==> config.mk <==
export PLATFORM = sky130hd
export DESIGN_NAME = handshake_transcript_extractor_core
export DESIGN_NICKNAME = d
export VERILOG_FILES = /design/src/rtl/core/htx_pkg.sv /design/src/rtl/core/handshake_transcript_extractor_core.sv /design/src/rtl/core/htx_apb_regs.sv /design/src/rtl/core/htx_parser.sv /design/src/rtl/core/htx_result_buf.sv
export SDC_FILE = /design/constraint.sdc
export NUM_CORES = 1
export LEC_CHECK = 0
export BUFFER_PORTS_ARGS = -buffer_cell sky130_fd_sc_hd__buf_2
export CORE_MARGIN = 2
export CORE_UTILIZATION = 54
export DETAILED_ROUTE_END_ITERATION = 8
export PLACE_DENSITY = 0.77
export SYNTH_ARGS = -nofsm -noshare
export SYNTH_HDL_FRONTEND = slang
export SYNTH_SLANG_ARGS = --single-unit
export TNS_END_PERCENT = 10
==> constraint.sdc <==
create_clock -name clk -period 11.4 [get_ports clk]
set_input_delay 3.42 -clock clk [delete_from_list [all_inputs] [get_ports clk]]
set_output_delay 3.42 -clock clk [all_outputs]
set_load 0.1 [all_outputs]
==> src/rtl/core/htx_pkg.sv <==
// ----------------------------------------------------------------------------
// htx_pkg
// Shared types and defaults for the handshake transcript extractor.
// ----------------------------------------------------------------------------
package htx_pkg;

  localparam int unsigned MAX_MESSAGES_DEF = 16;

  // one result as it leaves the block
  typedef struct packed {
    logic        result_kind;
    logic [7:0]  msg_type;
    logic [31:0] msg_offset;
    logic [15:0] msg_length;
    logic [7:0]  msg_slot;
    logic        parse_status;
    logic [31:0] byte_total;
    logic [7:0]  entry_count;
    logic        truncated;
    logic        last_of_run;
  } result_t;

  // what one parse step hands to the result buffer
  typedef struct packed {
    logic [1:0] count;
    result_t    first;
    result_t    second;
  } step_t;

endpackage

==> src/rtl/core/handshake_transcript_extractor_core.sv <==
// ----------------------------------------------------------------------------
// handshake_transcript_extractor_core
// TLS record deframer that reports handshake messages and a buffer status.
// ----------------------------------------------------------------------------
// Input channel (in_valid/in_ready): one stream byte per request, with
// end_of_buffer on the final byte of a buffer.
// Output channel (out_valid/out_ready): one result per request; a byte
// causes none, one message entry, one status, or an entry then a status.
// last_of_run marks the final result caused by a byte.
// Throughput: one byte per cycle while results flow; a byte that causes two
// results holds the output port for both, one after the other, out of the
// two-entry result queue. A taken byte passes the input register, then the
// result queue, before its first result is offered. keep_finished is written
// over the APB port at address 0, by the user only while idle; not enforced.
// Reset clears the framing state, the queue and keep_finished; the block
// takes bytes from the first cycle after reset. A stalled receiver fills
// the two-entry queue, after which in_ready drops until it drains.
// ----------------------------------------------------------------------------
module handshake_transcript_extractor_core #(
  parameter int unsigned MAX_MESSAGES = htx_pkg::MAX_MESSAGES_DEF
) (
  input  logic        clk,
  input  logic        rst,
  input  logic        psel,
  input  logic        penable,
  input  logic        pwrite,
  input  logic [2:0]  paddr,
  input  logic [31:0] pwdata,
  output logic [31:0] prdata,
  output logic        pready,
  input  logic        in_valid,
  output logic        in_ready,
  input  logic [7:0]  data_byte,
  input  logic        end_of_buffer,
  output logic        out_valid,
  input  logic        out_ready,
  output logic        result_kind,
  output logic [7:0]  msg_type,
  output logic [31:0] msg_offset,
  output logic [15:0] msg_length,
  output logic [7:0]  msg_slot,
  output logic        parse_status,
  output logic [31:0] byte_total,
  output logic [7:0]  entry_count,
  output logic        truncated,
  output logic        last_of_run
);

  logic             keep_finished;
  logic             in_full;
  logic             advance;
  logic [1:0]       free;
  htx_pkg::step_t   step;
  htx_pkg::step_t   push;
  htx_pkg::result_t res;

  htx_apb_regs u_regs (
    .clk           (clk),
    .rst           (rst),
    .psel          (psel),
    .penable       (penable),
    .pwrite        (pwrite),
    .paddr         (paddr),
    .pwdata        (pwdata),
    .prdata        (prdata),
    .pready        (pready),
    .keep_finished (keep_finished)
  );

  htx_parser #(
    .MAX_MESSAGES (MAX_MESSAGES)
  ) u_parser (
    .clk           (clk),
    .rst           (rst),
    .in_valid      (in_valid),
    .in_ready      (in_ready),
    .data_byte     (data_byte),
    .end_of_buffer (end_of_buffer),
    .keep_finished (keep_finished),
    .advance       (advance),
    .in_full       (in_full),
    .step          (step)
  );

  // a byte moves on only when the queue has room for all it produces
  assign advance = in_full && (step.count <= free);

  always_comb begin
    push       = step;
    push.count = advance ? step.count : 2'd0;
  end

  htx_result_buf u_buf (
    .clk       (clk),
    .rst       (rst),
    .push      (push),
    .free      (free),
    .out_valid (out_valid),
    .out_ready (out_ready),
    .head_res  (res)
  );

  assign result_kind  = res.result_kind;
  assign msg_type     = res.msg_type;
  assign msg_offset   = res.msg_offset;
  assign msg_length   = res.msg_length;
  assign msg_slot     = res.msg_slot;
  assign parse_status = res.parse_status;
  assign byte_total   = res.byte_total;
  assign entry_count  = res.entry_count;
  assign truncated    = res.truncated;
  assign last_of_run  = res.last_of_run;

endmodule

==> src/rtl/core/htx_apb_regs.sv <==
// ----------------------------------------------------------------------------
// htx_apb_regs
// Configuration register file: keep_finished at byte address 0.
// ----------------------------------------------------------------------------
module htx_apb_regs (
  input  logic        clk,
  input  logic        rst,
  input  logic        psel,
  input  logic        penable,
  input  logic        pwrite,
  input  logic [2:0]  paddr,
  input  logic [31:0] pwdata,
  output logic [31:0] prdata,
  output logic        pready,
  output logic        keep_finished
);

  localparam logic REG_KEEP_FINISHED = 1'b0;

  logic wr_en;

  assign pready = 1'b1;
  assign wr_en  = psel && penable && pwrite && (paddr[2] == REG_KEEP_FINISHED);

  always_ff @(posedge clk) begin
    if (rst) begin
      keep_finished <= 1'b0;
    end else if (wr_en) begin
      keep_finished <= pwdata[0];
    end
  end

  // paddr[1:0] select a byte within the word and are ignored
  always_comb begin
    prdata = '0;
    if (paddr[2] == REG_KEEP_FINISHED) begin
      prdata = {31'd0, keep_finished};
    end
  end

endmodule

==> src/rtl/core/htx_parser.sv <==
// ----------------------------------------------------------------------------
// htx_parser
// Input register and record/handshake framing state; one byte per step.
// ----------------------------------------------------------------------------
module htx_parser #(
  parameter int unsigned MAX_MESSAGES = htx_pkg::MAX_MESSAGES_DEF
) (
  input  logic          clk,
  input  logic          rst,
  input  logic          in_valid,
  output logic          in_ready,
  input  logic [7:0]    data_byte,
  input  logic          end_of_buffer,
  input  logic          keep_finished,
  input  logic          advance,
  output logic          in_full,
  output htx_pkg::step_t step
);

  localparam logic [2:0] PH_RECORD    = 3'd0;
  localparam logic [2:0] PH_SKIP      = 3'd1;
  localparam logic [2:0] PH_HS_HEADER = 3'd2;
  localparam logic [2:0] PH_HS_BODY   = 3'd3;
  localparam logic [2:0] PH_DRAIN     = 3'd4;

  localparam logic [7:0] TYPE_HANDSHAKE = 8'd22;
  localparam logic [7:0] TYPE_FINISHED  = 8'd20;
  localparam logic [7:0] MAX_SLOTS      = 8'(MAX_MESSAGES);

  // input register
  logic       in_byte_is;
  logic [7:0] in_byte;
  logic       in_eob;

  // framing state
  logic [2:0]  phase,      phase_next;
  logic [2:0]  hdr_idx,    hdr_idx_next;
  logic        is_hs,      is_hs_next;
  logic [15:0] rec_rem,    rec_rem_next;
  logic [7:0]  hs_type,    hs_type_next;
  logic [23:0] hs_len,     hs_len_next;
  logic [15:0] body_rem,   body_rem_next;
  logic [31:0] offset,     offset_next;
  logic [31:0] msg_start,  msg_start_next;
  logic [31:0] kept,       kept_next;
  logic [7:0]  stored,     stored_next;
  logic        trunc,      trunc_next;
  logic        err,        err_next;

  logic [15:0] rec_dec;
  logic [15:0] rec_full;
  logic [15:0] body_dec;
  logic [31:0] mlen;
  logic [32:0] kept_sum;
  logic        entry_valid;
  logic        status_bad;
  logic [31:0] stat_kept;
  logic [7:0]  stat_count;
  logic        stat_trunc;
  htx_pkg::result_t entry;
  htx_pkg::result_t status;

  // phase once a message (or record header) is done
  function automatic logic [2:0] after_msg(input logic [15:0] rem);
    logic [2:0] ph;
    if (rem == 16'd0) begin
      ph = PH_RECORD;
    end else if (rem < 16'd4) begin
      ph = PH_DRAIN;
    end else begin
      ph = PH_HS_HEADER;
    end
    return ph;
  endfunction

  assign in_full    = in_byte_is;
  assign in_ready   = !in_byte_is || advance;

  always_ff @(posedge clk) begin
    if (rst) begin
      in_byte_is <= 1'b0;
    end else if (in_valid && in_ready) begin
      in_byte_is <= 1'b1;
    end else if (advance) begin
      in_byte_is <= 1'b0;
    end
  end

  always_ff @(posedge clk) begin
    if (in_valid && in_ready) begin
      in_byte <= data_byte;
      in_eob  <= end_of_buffer;
    end
  end

  assign rec_dec  = (rec_rem != 16'd0) ? rec_rem - 16'd1 : 16'd0;
  assign body_dec = (body_rem != 16'd0) ? body_rem - 16'd1 : 16'd0;
  assign rec_full = {rec_rem[15:8], in_byte};

  always_comb begin
    phase_next     = phase;
    hdr_idx_next   = hdr_idx;
    is_hs_next     = is_hs;
    rec_rem_next   = rec_rem;
    hs_type_next   = hs_type;
    hs_len_next    = hs_len;
    body_rem_next  = body_rem;
    offset_next    = offset + 32'd1;
    msg_start_next = msg_start;
    kept_next      = kept;
    stored_next    = stored;
    trunc_next     = trunc;
    err_next       = err;
    entry_valid    = 1'b0;
    mlen           = 32'd0;
    kept_sum       = 33'd0;

    case (phase)
      PH_RECORD: begin
        if (hdr_idx == 3'd0) begin
          is_hs_next = (in_byte == TYPE_HANDSHAKE);
        end else if (hdr_idx == 3'd3) begin
          rec_rem_next = {in_byte, 8'd0};
        end else if (hdr_idx == 3'd4) begin
          rec_rem_next = rec_full;
        end
        if (hdr_idx >= 3'd4) begin
          hdr_idx_next = 3'd0;
          if (rec_full == 16'd0) begin
            phase_next = PH_RECORD;
          end else if (is_hs) begin
            phase_next = after_msg(rec_full);
          end else begin
            phase_next = PH_SKIP;
          end
        end else begin
          hdr_idx_next = hdr_idx + 3'd1;
        end
      end
      PH_SKIP: begin
        rec_rem_next = rec_dec;
        if (rec_dec == 16'd0) begin
          phase_next = PH_RECORD;
        end
      end
      PH_HS_HEADER: begin
        rec_rem_next = rec_dec;
        if (hdr_idx == 3'd0) begin
          msg_start_next = offset;
          hs_type_next   = in_byte;
          hs_len_next    = 24'd0;
        end else begin
          hs_len_next = {hs_len[15:0], in_byte};
        end
        if (hdr_idx >= 3'd3) begin
          hdr_idx_next = 3'd0;
          if (hs_len_next > {8'd0, rec_dec}) begin
            phase_next = PH_DRAIN;
          end else begin
            if (keep_finished || (hs_type != TYPE_FINISHED)) begin
              mlen     = {8'd0, hs_len_next} + 32'd4;
              kept_sum = {1'b0, kept} + {1'b0, mlen};
              if (kept_sum[32]) begin
                kept_next  = '1;
                trunc_next = 1'b1;
              end else begin
                kept_next = kept_sum[31:0];
              end
              if (stored < MAX_SLOTS) begin
                entry_valid = 1'b1;
                stored_next = stored + 8'd1;
              end else begin
                trunc_next = 1'b1;
              end
            end
            body_rem_next = hs_len_next[15:0];
            if (hs_len_next[15:0] == 16'd0) begin
              phase_next = after_msg(rec_dec);
            end else begin
              phase_next = PH_HS_BODY;
            end
          end
        end else begin
          hdr_idx_next = hdr_idx + 3'd1;
        end
      end
      PH_HS_BODY: begin
        rec_rem_next  = rec_dec;
        body_rem_next = body_dec;
        if (body_dec == 16'd0) begin
          hdr_idx_next = 3'd0;
          phase_next   = after_msg(rec_dec);
        end
      end
      default: begin
      end
    endcase

    if (phase_next == PH_DRAIN) begin
      err_next = 1'b1;
    end

    status_bad = err_next || (phase_next != PH_RECORD) || (hdr_idx_next != 3'd0);

    // counters as they stand after this byte, before the end-of-buffer clear
    stat_kept  = kept_next;
    stat_count = stored_next;
    stat_trunc = trunc_next;

    // end of buffer: status goes out, framing starts afresh
    if (in_eob) begin
      phase_next     = PH_RECORD;
      hdr_idx_next   = 3'd0;
      is_hs_next     = 1'b0;
      rec_rem_next   = 16'd0;
      hs_type_next   = 8'd0;
      hs_len_next    = 24'd0;
      body_rem_next  = 16'd0;
      offset_next    = 32'd0;
      msg_start_next = 32'd0;
      kept_next      = 32'd0;
      stored_next    = 8'd0;
      trunc_next     = 1'b0;
      err_next       = 1'b0;
    end
  end

  always_comb begin
    entry              = '0;
    entry.msg_type     = hs_type;
    entry.msg_offset   = msg_start;
    entry.msg_length   = mlen[15:0];
    entry.msg_slot     = stored;
    entry.last_of_run  = !in_eob;

    status              = '0;
    status.result_kind  = 1'b1;
    status.parse_status = status_bad;
    status.byte_total   = stat_kept;
    status.entry_count  = stat_count;
    status.truncated    = stat_trunc;
    status.last_of_run  = 1'b1;

    step.count  = {1'b0, entry_valid} + {1'b0, in_eob};
    step.first  = entry_valid ? entry : status;
    step.second = status;
  end

  always_ff @(posedge clk) begin
    if (rst) begin
      phase     <= PH_RECORD;
      hdr_idx   <= 3'd0;
      is_hs     <= 1'b0;
      rec_rem   <= 16'd0;
      hs_type   <= 8'd0;
      hs_len    <= 24'd0;
      body_rem  <= 16'd0;
      offset    <= 32'd0;
      msg_start <= 32'd0;
      kept      <= 32'd0;
      stored    <= 8'd0;
      trunc     <= 1'b0;
      err       <= 1'b0;
    end else if (advance) begin
      phase     <= phase_next;
      hdr_idx   <= hdr_idx_next;
      is_hs     <= is_hs_next;
      rec_rem   <= rec_rem_next;
      hs_type   <= hs_type_next;
      hs_len    <= hs_len_next;
      body_rem  <= body_rem_next;
      offset    <= offset_next;
      msg_start <= msg_start_next;
      kept      <= kept_next;
      stored    <= stored_next;
      trunc     <= trunc_next;
      err       <= err_next;
    end
  end

endmodule

==> src/rtl/core/htx_result_buf.sv <==
// ----------------------------------------------------------------------------
// htx_result_buf
// Two-entry result queue; takes up to two results a cycle, gives one.
// ----------------------------------------------------------------------------
module htx_result_buf (
  input  logic             clk,
  input  logic             rst,
  input  htx_pkg::step_t   push,
  output logic [1:0]       free,
  output logic             out_valid,
  input  logic             out_ready,
  output htx_pkg::result_t head_res
);

  htx_pkg::result_t head, head_next;
  htx_pkg::result_t tail, tail_next;
  logic [1:0] count, count_next;
  logic [1:0] cnt_pop;
  logic       pop;

  assign out_valid = (count != 2'd0);
  assign pop       = out_valid && out_ready;
  assign cnt_pop   = pop ? count - 2'd1 : count;
  assign free      = 2'd2 - cnt_pop;
  assign head_res  = head;

  always_comb begin
    head_next  = pop ? tail : head;
    tail_next  = tail;
    if (push.count != 2'd0) begin
      if (cnt_pop == 2'd0) begin
        head_next = push.first;
        if (push.count == 2'd2) begin
          tail_next = push.second;
        end
      end else begin
        tail_next = push.first;
      end
    end
    count_next = cnt_pop + push.count;
  end

  always_ff @(posedge clk) begin
    if (rst) begin
      count <= 2'd0;
    end else begin
      count <= count_next;
    end
  end

  always_ff @(posedge clk) begin
    head <= head_next;
    tail <= tail_next;
  end

endmodule

==> flow_metrics.env, run 1 <==
export IMPL_synth_top_area_cell="dfxtp_1"
export IMPL_dpl_cell_area_um2=21020
export IMPL_drt_first_pass_iters=5
export IMPL_cts_buffer_depth=3
export IMPL_status="finished clean"
export IMPL_antenna_found_initial=1
export IMPL_grt_setup_unrepaired="false"
export IMPL_ys_types=83
export IMPL_drt_first_iter_violations=1650
export IMPL_synth_edff_count=117
export IMPL_drtAntennaViolNets=0
export IMPL_grt_max_degree=78
export IMPL_crit_chain="inv_1 > ha_1 > or4b_1 > nor4_1 > xor2_1 > nand2_1 > ha_1 > o21ai_0 > nor2_1 > or3_1 > a21oi_1 > nand4_1 > buf_4 > nor2_4 > ha_1 > ha_1 > nor2b_1 > o21ai_0 > inv_1 > nand2_1 > buf_2"
export IMPL_syn_area_um2=20310
export IMPL_viasPerCell=6.153
export IMPL_post_dp_hpwl_um=37050
export IMPL_yosysTopAreaCellShare_pct=27.70
export IMPL_crit_top_cell="ha_1"
export IMPL_holdWs_ns=0.4513
export IMPL_dieArea_um2=39180
export IMPL_ir_drop_mv=0.2222
export IMPL_ys_ff_latch=398
export IMPL_initial_core_util_pct=54.43
export IMPL_worst_slew_pin_slew_ns=1.259
export IMPL_arrival_ns=6.39
export IMPL_ctsResizeCount=0
export IMPL_slew_headroom_pct=15.48
export IMPL_clkLatencyLatePin_ns=0.58
export IMPL_grt_use_total_pct=28.81
export IMPL_crit_fanout=26
export IMPL_post_route_min_period_ns=9.810
export IMPL_synthCells=2291
export IMPL_critPathMaxStageDelay_ns=0.61
export IMPL_cts_tree="built"
export IMPL_drc=0
export IMPL_grt_pass1_wl_um=89470
export IMPL_yosysSeqAreaShare_pct=45.00
export IMPL_netlist_top_cells_count="dfxtp_1, nor2_1, nand2_1"
export IMPL_cts_hold_buf=0
export IMPL_drive_above_1_share_pct=11.09
export IMPL_clock_sinks=398
export IMPL_pre_cts_ws_ns=2.178
export IMPL_rows=71
export IMPL_syn_to_final_growth_pct=11.00
export IMPL_die_y_um=197.9
export IMPL_routed_wl_um=56670
export IMPL_skew_ns=0.01530
export IMPL_max_freq_mhz=101.9
export IMPL_routedWlPerCell_um=19.98
export IMPL_crit_buf_inv=4
export IMPL_fp_coreArea_um2=37310
export IMPL_fin_tns_setup_ns=0
export IMPL_ys_flop_type="dfxtp_1"
export IMPL_endpoint_kind="primary output"
export IMPL_async_flop_share_pct=0
export IMPL_critical_path_class="flip-flop to primary output"
export IMPL_clockRootBuffer="clkbuf_16"
export IMPL_drv_cap=0
export IMPL_cts_buffers_inserted=43
export IMPL_crit_family="simple AND/OR/NAND/NOR gates"
export IMPL_final_cell_area_um2=22540
export IMPL_io_buffers=128
export IMPL_finalHoldViolCount=0
export IMPL_yosysMostFrequentCell="dfxtp_1"
export IMPL_htree_num_levels=2
export IMPL_routed_via_count=17450
export IMPL_yosys_warnings=0
export IMPL_critPathRequiredTime_ns=7.98
export IMPL_dieWidth_um=197.9
export IMPL_nets=2436
export IMPL_post_route_period_util_pct=86.05
export IMPL_avgSynthCellArea_um2=8.865
export IMPL_grt_remaining_overflow=0
export IMPL_cp_slowest_cell="or4b_1"
export IMPL_place_congestion=0.9445
export IMPL_ioPinCount=194
export IMPL_synthTopCellsByArea="dfxtp_1, edfxtp_1, nor2_1"
export IMPL_fin_ws_ns=1.590
export IMPL_cts_setup_buffers=0
export IMPL_hold_path_class="flip-flop to flip-flop"
export IMPL_leakagePower_nw=8.653
export IMPL_startpoint_type="flip-flop"
export IMPL_power_density_nw_per_um2=267.1
export IMPL_setup_viol=0
export IMPL_grt_pass1_vias=16440
export IMPL_clk_pin_slew_ns=0.06
export IMPL_slew_viol_final=0
export IMPL_n_antenna_cell=0
sequential cells by signal (all words and copies together) (netlist names), 2 cells and up:
signal,flops
u_parser.hdr_idx,3
u_parser.stored,8
u_parser.hs_type,8
u_buf.head_res,108
u_parser.hs_len,16
u_buf.tail,108
u_parser.phase,3
u_parser.offset,32
u_buf.count,2
u_parser.in_byte,8
u_parser.kept,32
u_parser.body_rem,16
u_parser.rec_rem,16
u_parser.msg_start,32
worst reg2reg max path, stage by stage, from the launching register on:
cell,delay (ns)
dfxtp_1,0.41
inv_1,0.10
ha_1,0.22
or4b_1,0.61
nor4_1,0.33
xor2_1,0.35
nand2_1,0.16
ha_1,0.32
o21ai_0,0.17
nor2_1,0.08
or3_1,0.40
a21oi_1,0.30
nand4_1,0.14
buf_4,0.28
nor2_4,0.15
ha_1,0.27
ha_1,0.27
nor2b_1,0.13
o21ai_0,0.39
and2_1,0.21
buf_4,0.46
nand3_1,0.34
nor2_1,0.26
and2_1,0.31
nand4_1,0.15
xnor2_1,0.16
nor2_1,0.05
area by class of cell:
class                   instances  area (um2)
flip-flops and latches        398        9139
clock inverters                20       322.8
clock buffers                  60        1200
multi-input cells            1687       10290
fillers                      3257       14770
well taps                     474       593.1
repair buffers                153       830.8
inverters                      44       165.2
routing by layer:
layer	part of all wire, %	global-route usage [%]
met1	43	38.15
met2	47	47.21
met3	7.1	5.229
met4	3.1	10.44
met5	0	0
layout by cell type, fill, tap and decap left out, types with 9 or more instances in the layout:
cell / instances
dfxtp_1: 281
nor2_1: 265
nand2_1: 195
o21ai_0: 143
buf_2: 127
edfxtp_1: 117
a21oi_1: 116
nand3_1: 101
mux2i_1: 87
a22oi_1: 84
and2_1: 69
nor3_1: 58
ha_1: 57
xor2_1: 51
inv_1: 44
clkbuf_16: 43
conb_1: 36
xnor2_1: 33
or3_1: 31
a31oi_1: 30
nand4_1: 29
buf_4: 26
and3_1: 22
nor4_1: 22
a211oi_1: 22
a21o_1: 18
o21a_1: 15
o31ai_1: 15
o22ai_1: 14
nand3b_1: 11
clkbuf_1: 11
nand2b_1: 9
or4_1: 9
where the power goes:
group	internal (mW)	leakage, nW	total (mW)	switching [mW]
Combinational	0.501	4.51	2.67	2.17
Sequential	1.72	3.41	1.86	0.140
Clock	0.902	0.738	1.49	0.592
through the flow:
stage / power, mW / instances / util [%]
floorplan: 4.066 / 2325 / -
global placement: 4.514 / 2756 / 56.34
detailed placement: 4.548 / 2756 / 56.34
CTS: 6.045 / 2836 / 60.42
global route: 6.259 / 2836 / 60.42
finish: 6.022 / 2836 / 60.42
cells by family after synthesis:
logic type | after synthesis | synth area share (%)
and+or+nand+nor | 873 | 20.88
muxes | 87 | 4.288
AOI/OAI and AO/OA | 549 | 17.40
buffers and inverters | 240 | 5.169
xor gates and xnor gates | 84 | 3.622
adders and majority gates | 58 | 3.610
DFF | 398 | 45.00
other | 2 | 0.03698
final timing paths:
kind / from / end / slack (ns) / cells past startpoint
min reg2reg: u_buf.head_res[49] / u_buf.head_res[49] / 0.45 / 2
max reg2reg: u_parser.rec_rem[0] / u_parser.offset[26] / 4.24 / 26
min: u_buf.head_res[49] / u_buf.head_res[49] / 0.45 / 2
max: u_parser.rec_rem[0] / in_ready / 1.59 / 21
Power figures use the tool's default switching activity.
==> run 2: changes to the inputs <==
==> constraint.sdc (replaced) <==
create_clock -name clk -period 11.4 [get_ports clk]
set_input_delay 1.14 -clock clk [delete_from_list [all_inputs] [get_ports clk]]
set_output_delay 1.14 -clock clk [all_outputs]
set_load 0.1 [all_outputs]
==> flow_metrics.env, run 2 (synthesized netlist as in run 1, its figures left out) <==
export IMPL_status="finished clean"
export IMPL_critPathRequiredTime_ns=11.80
export IMPL_clockRootBuffer="clkbuf_16"
export IMPL_dieWidth_um=197.9
export IMPL_drive_above_1_share_pct=10.98
export IMPL_skew_ns=0.01891
export IMPL_htree_num_levels=2
export IMPL_grt_remaining_overflow=0
export IMPL_initial_core_util_pct=54.43
export IMPL_grt_pass1_vias=16430
export IMPL_fp_coreArea_um2=37310
export IMPL_routed_wl_um=57100
export IMPL_drv_cap=0
export IMPL_worst_slew_pin_slew_ns=1.278
export IMPL_cts_buffers_inserted=43
export IMPL_arrival_ns=7.97
export IMPL_syn_to_final_growth_pct=10.50
export IMPL_grt_use_total_pct=28.98
export IMPL_mostFrequentLayoutCell="dfxtp_1"
export IMPL_critPathMaxStageDelay_ns=0.85
export IMPL_hold_path_class="flip-flop to flip-flop"
export IMPL_ioPinCount=194
export IMPL_p_seq_share_pct=31.2
export IMPL_cts_hold_buf=0
export IMPL_crit_chain="inv_1 > ha_1 > or4b_1 > nor2_1 > nand2_1 > nand2_1 > ha_1 > a211oi_1 > nor2_1 > or3_1 > a21oi_1 > nand4_1 > buf_4 > nor2_4 > ha_1 > ha_1 > nor2b_1 > o21ai_0 > nand2_1 > buf_4 > nor3_2 > buf_4 > buf_4 > o21ai_0"
export IMPL_cts_buffer_depth=3
export IMPL_grt_use_met2_pct=47.20
export IMPL_met1_usage_pct=38.64
export IMPL_rows=71
export IMPL_p_clk_share_pct=23.8
export IMPL_drt_first_iter_violations=1581
export IMPL_layout_common_cells="dfxtp_1, nor2_1, nand2_1"
export IMPL_crit_fanout=97
export IMPL_power_density_nw_per_um2=265.6
export IMPL_switchingPower_mw=2.916
export IMPL_clkLatencyLatePin_ns=0.59
export IMPL_viasPerCell=6.157
export IMPL_post_dp_hpwl_um=37350
export IMPL_die_y_um=197.9
export IMPL_final_cell_area_um2=22440
export IMPL_grt_max_degree=98
export IMPL_final_util_pct=60.15
export IMPL_drtAntennaViolNets=0
export IMPL_setup_viol=0
export IMPL_switching_share_pct=48.91
export IMPL_power_frac_comb_pct=45.0
export IMPL_ir_drop_mv=0.1995
export IMPL_finalHoldViolCount=0
export IMPL_nets=2434
export IMPL_total_power_mw=5.961
export IMPL_max_freq_mhz=132.2
export IMPL_cp_slowest_cell="buf_4"
export IMPL_cts_setup_buffers=0
export IMPL_grt_setup_unrepaired="false"
export IMPL_dpl_cell_area_um2=21010
export IMPL_place_congestion=0.9652
export IMPL_drc=0
export IMPL_busiest_layer="met2"
export IMPL_pre_cts_ws_ns=3.971
export IMPL_p_int_mw=3.046
export IMPL_critical_path_class="flip-flop to flip-flop"
export IMPL_drt_first_pass_iters=6
export IMPL_antenna_found_initial=0
export IMPL_slew_viol_final=0
export IMPL_slew_headroom_pct=14.24
export IMPL_startpoint_type="flip-flop"
export IMPL_met3_usage_pct=4.854
export IMPL_grt_pass1_wl_um=89760
export IMPL_leakagePower_nw=8.600
export IMPL_fin_tns_setup_ns=0
export IMPL_endpoint_kind="flip-flop"
export IMPL_post_route_period_util_pct=66.33
export IMPL_n_antenna_cell=0
export IMPL_post_route_min_period_ns=7.562
export IMPL_fin_ws_ns=3.838
export IMPL_ctsResizeCount=0
export IMPL_routedWlPerCell_um=20.16
export IMPL_cts_tree="built"
export IMPL_io_buffers=128
export IMPL_routed_via_count=17440
export IMPL_clock_sinks=398
export IMPL_dieArea_um2=39180
export IMPL_clk_pin_slew_ns=0.06
-- run 2: changes by cell type in the layout (fill, tap and decap cells not counted), sizes merged --
cell / change
bufinv: -4
buf: -2
clkinv: -1
clkbuf: -1
inv: +2
clkinvlp: +2
-- run 2: area by class of cell --
class	instances	area, um2
clock buffers	59	1217
clock inverters	19	214.0
fillers	3208	14870
inverters	44	165.2
multi-input cells	1687	10300
flip-flops and latches	398	9139
well taps	474	593.1
repair buffers	151	815.8
-- run 2: power by group through the flow --
stage                     combinational (mW)  clock, mW  sequential [mW]
after CTS                               2.67       1.44             1.86
after global routing                    2.81       1.50             1.89
final                                   2.68       1.42             1.86
after global placement                  2.64          0             1.88
after floorplan                        0.909          0             3.16
after detailed placement                2.67          0             1.89
-- run 2: final timing paths --
kind,slack [ns],startpoint,depth (start not counted),endpoint
worst max register to register,3.84,u_parser.rec_rem[0],24,u_buf.head_res[60]
worst max-delay path,3.84,u_parser.rec_rem[0],24,u_buf.head_res[60]
worst min register to register,0.45,u_buf.head_res[47],2,u_buf.head_res[47]
worst min-delay path,0.45,u_buf.head_res[47],2,u_buf.head_res[47]
-- run 2: per-stage QoR --
step / hold WS, ns / std cells
floorplan: 0.4426 / 2325
global placement: 0.4412 / 2754
detailed placement: 0.4476 / 2754
CTS: 0.4558 / 2832
global route: 0.4922 / 2832
finish: 0.4531 / 2832
-- run 2: critical path, delay by kind of cell (launching register included) --
kind | cells | cell delay, ns
adders and majority gates | 4 | 1.05
DFF | 1 | 0.40
and+or+nand+nor | 11 | 2.68
buffers and inverters | 5 | 1.99
AOI/OAI and AO/OA | 4 | 1.16
-- run 2: layer usage --
layer	vias to the layer above	share of wire, %
li1	8283	-
met1	8430	43
met2	604	47
met3	121	6.5
met4	0	3.5
met5	-	0
==> run 3: changes to the inputs <==
- ABC_AREA: default -> 1
- clock period: 11.4 -> 6.9 ns (I/O delays scaled with it)
==> flow_metrics.env, run 3 <==
export IMPL_viasPerCell=5.492
export IMPL_post_route_min_period_ns=6.262
export IMPL_clk_pin_slew_ns=0.06
export IMPL_clock_sinks=398
export IMPL_io_buffers=128
export IMPL_post_dp_hpwl_um=39210
export IMPL_ys_types=55
export IMPL_yosysTopAreaCellShare_pct=27.25
export IMPL_mostFrequentLayoutCell="nand2_1"
export IMPL_routed_wl_um=55750
export IMPL_met3_usage_pct=4.270
export IMPL_htree_num_levels=2
export IMPL_final_util_pct=61.38
export IMPL_place_congestion=0.9463
export IMPL_power_density_nw_per_um2=456.3
export IMPL_worst_slew_pin_slew_ns=1.131
export IMPL_synthTopCellsByArea="dfxtp_1, edfxtp_1, nand2_1"
export IMPL_grt_pass1_vias=17570
export IMPL_fillCellCount=3375
export IMPL_ioPinCount=194
export IMPL_dieArea_um2=39800
export IMPL_critPathRequiredTime_ns=7.42
export IMPL_status="finished clean"
export IMPL_cts_buffer_depth=3
export IMPL_slew_viol_final=0
export IMPL_ys_flop_type="dfxtp_1"
export IMPL_avgSynthCellArea_um2=7.731
export IMPL_cp_slowest_cell="nor3_1"
export IMPL_setup_viol=0
export IMPL_skew_ns=0.01526
export IMPL_drc=0
export IMPL_slew_headroom_pct=24.63
export IMPL_critPathMaxStageDelay_ns=0.46
export IMPL_dieWidth_um=199.5
export IMPL_cts_tree="built"
export IMPL_startpoint_type="flip-flop"
export IMPL_clockRootBuffer="clkbuf_16"
export IMPL_clkLatencyLatePin_ns=0.58
export IMPL_grt_max_degree=73
export IMPL_grt_setup_unrepaired="false"
export IMPL_grt_pass1_wl_um=88340
export IMPL_nets=2890
export IMPL_endpoint_kind="flip-flop"
export IMPL_arrival_ns=6.78
export IMPL_syn_area_um2=20640
export IMPL_hold_path_class="input pin to flip-flop"
export IMPL_drive_above_1_share_pct=13.46
export IMPL_synth_edff_count=117
export IMPL_synth_top_area_cell="dfxtp_1"
export IMPL_cts_hold_buf=0
export IMPL_busiest_layer="met2"
export IMPL_grt_remaining_overflow=0
export IMPL_regArea_um2=9139
export IMPL_synthCells=2670
export IMPL_antenna_found_initial=0
export IMPL_async_flop_share_pct=0
export IMPL_yosysMostFrequentCell="nand2_1"
export IMPL_critical_path_class="flip-flop to flip-flop"
export IMPL_fp_coreArea_um2=37670
export IMPL_finalHoldViolCount=0
export IMPL_initial_core_util_pct=54.80
export IMPL_drt_first_pass_iters=7
export IMPL_max_freq_mhz=159.7
export IMPL_ys_ff_latch=398
export IMPL_fin_tns_setup_ns=0
export IMPL_n_antenna_cell=0
export IMPL_met1_usage_pct=35.88
export IMPL_routed_via_count=18270
export IMPL_drv_cap=0
export IMPL_rows=71
export IMPL_crit_fanout=10
export IMPL_netlist_top_cells_count="nand2_1, inv_1, nor2_1"
export IMPL_ir_drop_mv=0.3349
export IMPL_yosys_warnings=0
export IMPL_syn_to_final_growth_pct=12.01
export IMPL_cts_buffers_inserted=42
export IMPL_post_route_period_util_pct=90.75
export IMPL_leakagePower_nw=9.739
export IMPL_grt_use_total_pct=27.85
export IMPL_yosysSeqAreaShare_pct=44.27
export IMPL_multi_input_area_um2=9796
export IMPL_die_y_um=199.5
export IMPL_layout_common_cells="nand2_1, inv_1, nor2_1"
export IMPL_drtAntennaViolNets=0
export IMPL_grt_use_met2_pct=46.60
export IMPL_drt_first_iter_violations=1478
export IMPL_routedWlPerCell_um=16.76
export IMPL_crit_top_cell="inv_1"
[run 3: worst paths after layout]
| path | endpoint | slack [ns] | cells after the start | startpoint |
|---|---|---|---|---|
| worst min-delay path | u_parser.in_byte[3] | 0.29 | 1 | data_byte[3] |
| worst min register to register | u_buf.tail[7] | 0.46 | 0 | u_parser.stored[5] |
| worst max register to register | u_parser.offset[24] | 0.64 | 33 | u_parser.hdr_idx[0] |
| worst max-delay path | u_parser.offset[24] | 0.64 | 33 | u_parser.hdr_idx[0] |
[run 3: repair_timing]
| item | CTS | global route |
|---|---|---|
| buffers inserted | 0 | 3 |
| resized for setup | 0 | 2 |
| setup endpoints to repair | 0 | 2 |
[run 3: worst max-delay path: cells and delay by family (launching register included)]
family                   cells  cell delay (ns)
AND/OR/NAND/NOR             20             3.54
flip-flops                   1             0.40
adder cells (fa/ha/maj)      4             1.00
buffers and inverters        7             0.89
AO/OA/AOI/OAI                2             0.36
[run 3: cell families after synthesis]
logic type | Yosys count | share of synthesized area (%)
adders and majority gates | 58 | 3.552
and+or+nand+nor | 1140 | 23.17
buffers and inverters | 459 | 9.068
muxes | 103 | 5.613
other | 2 | 0.03638
xor gates and xnor gates | 44 | 1.867
DFF | 398 | 44.27
AOI/OAI and AO/OA | 466 | 12.41
[run 3: power by group]
part	switching (mW)	total, mW	internal [mW]
combinational	3.98	5.18	1.20
clock	0.950	2.26	1.31
sequential	0.207	3.10	2.90
[run 3: cell type report]
cell class                      instances  area share (%)
Sequential cell                       398           39.53
Timing Repair Buffer                  162           3.994
Clock buffer                           54           5.055
Clock inverter                         24          0.9254
Multi-Input combinational cell       1847           42.37
Inverter                              330           5.363
Tap cell                              511           2.765
[run 3: stage by stage]
step                instances  setup slack, ns  hold slack, ns  instance area [um2]  total power, mW
floorplan                2704           0.7747          0.4341                20780            7.317
global placement         3245           0.7263          0.4413                21710            8.163
detailed placement       3245           0.6043          0.4505                21710            8.274
CTS                      3323           0.5664          0.2675                23090            10.55
global route             3326          0.04744          0.2694                23120            11.06
finish                   3326           0.6379          0.2902                23120            10.55
[run 3: metal layers]
metal,wire [um],share of wire (%)
met4,1959,3.5
met3,3462,6.2
met1,24130,43
met5,0,0
met2,26200,47
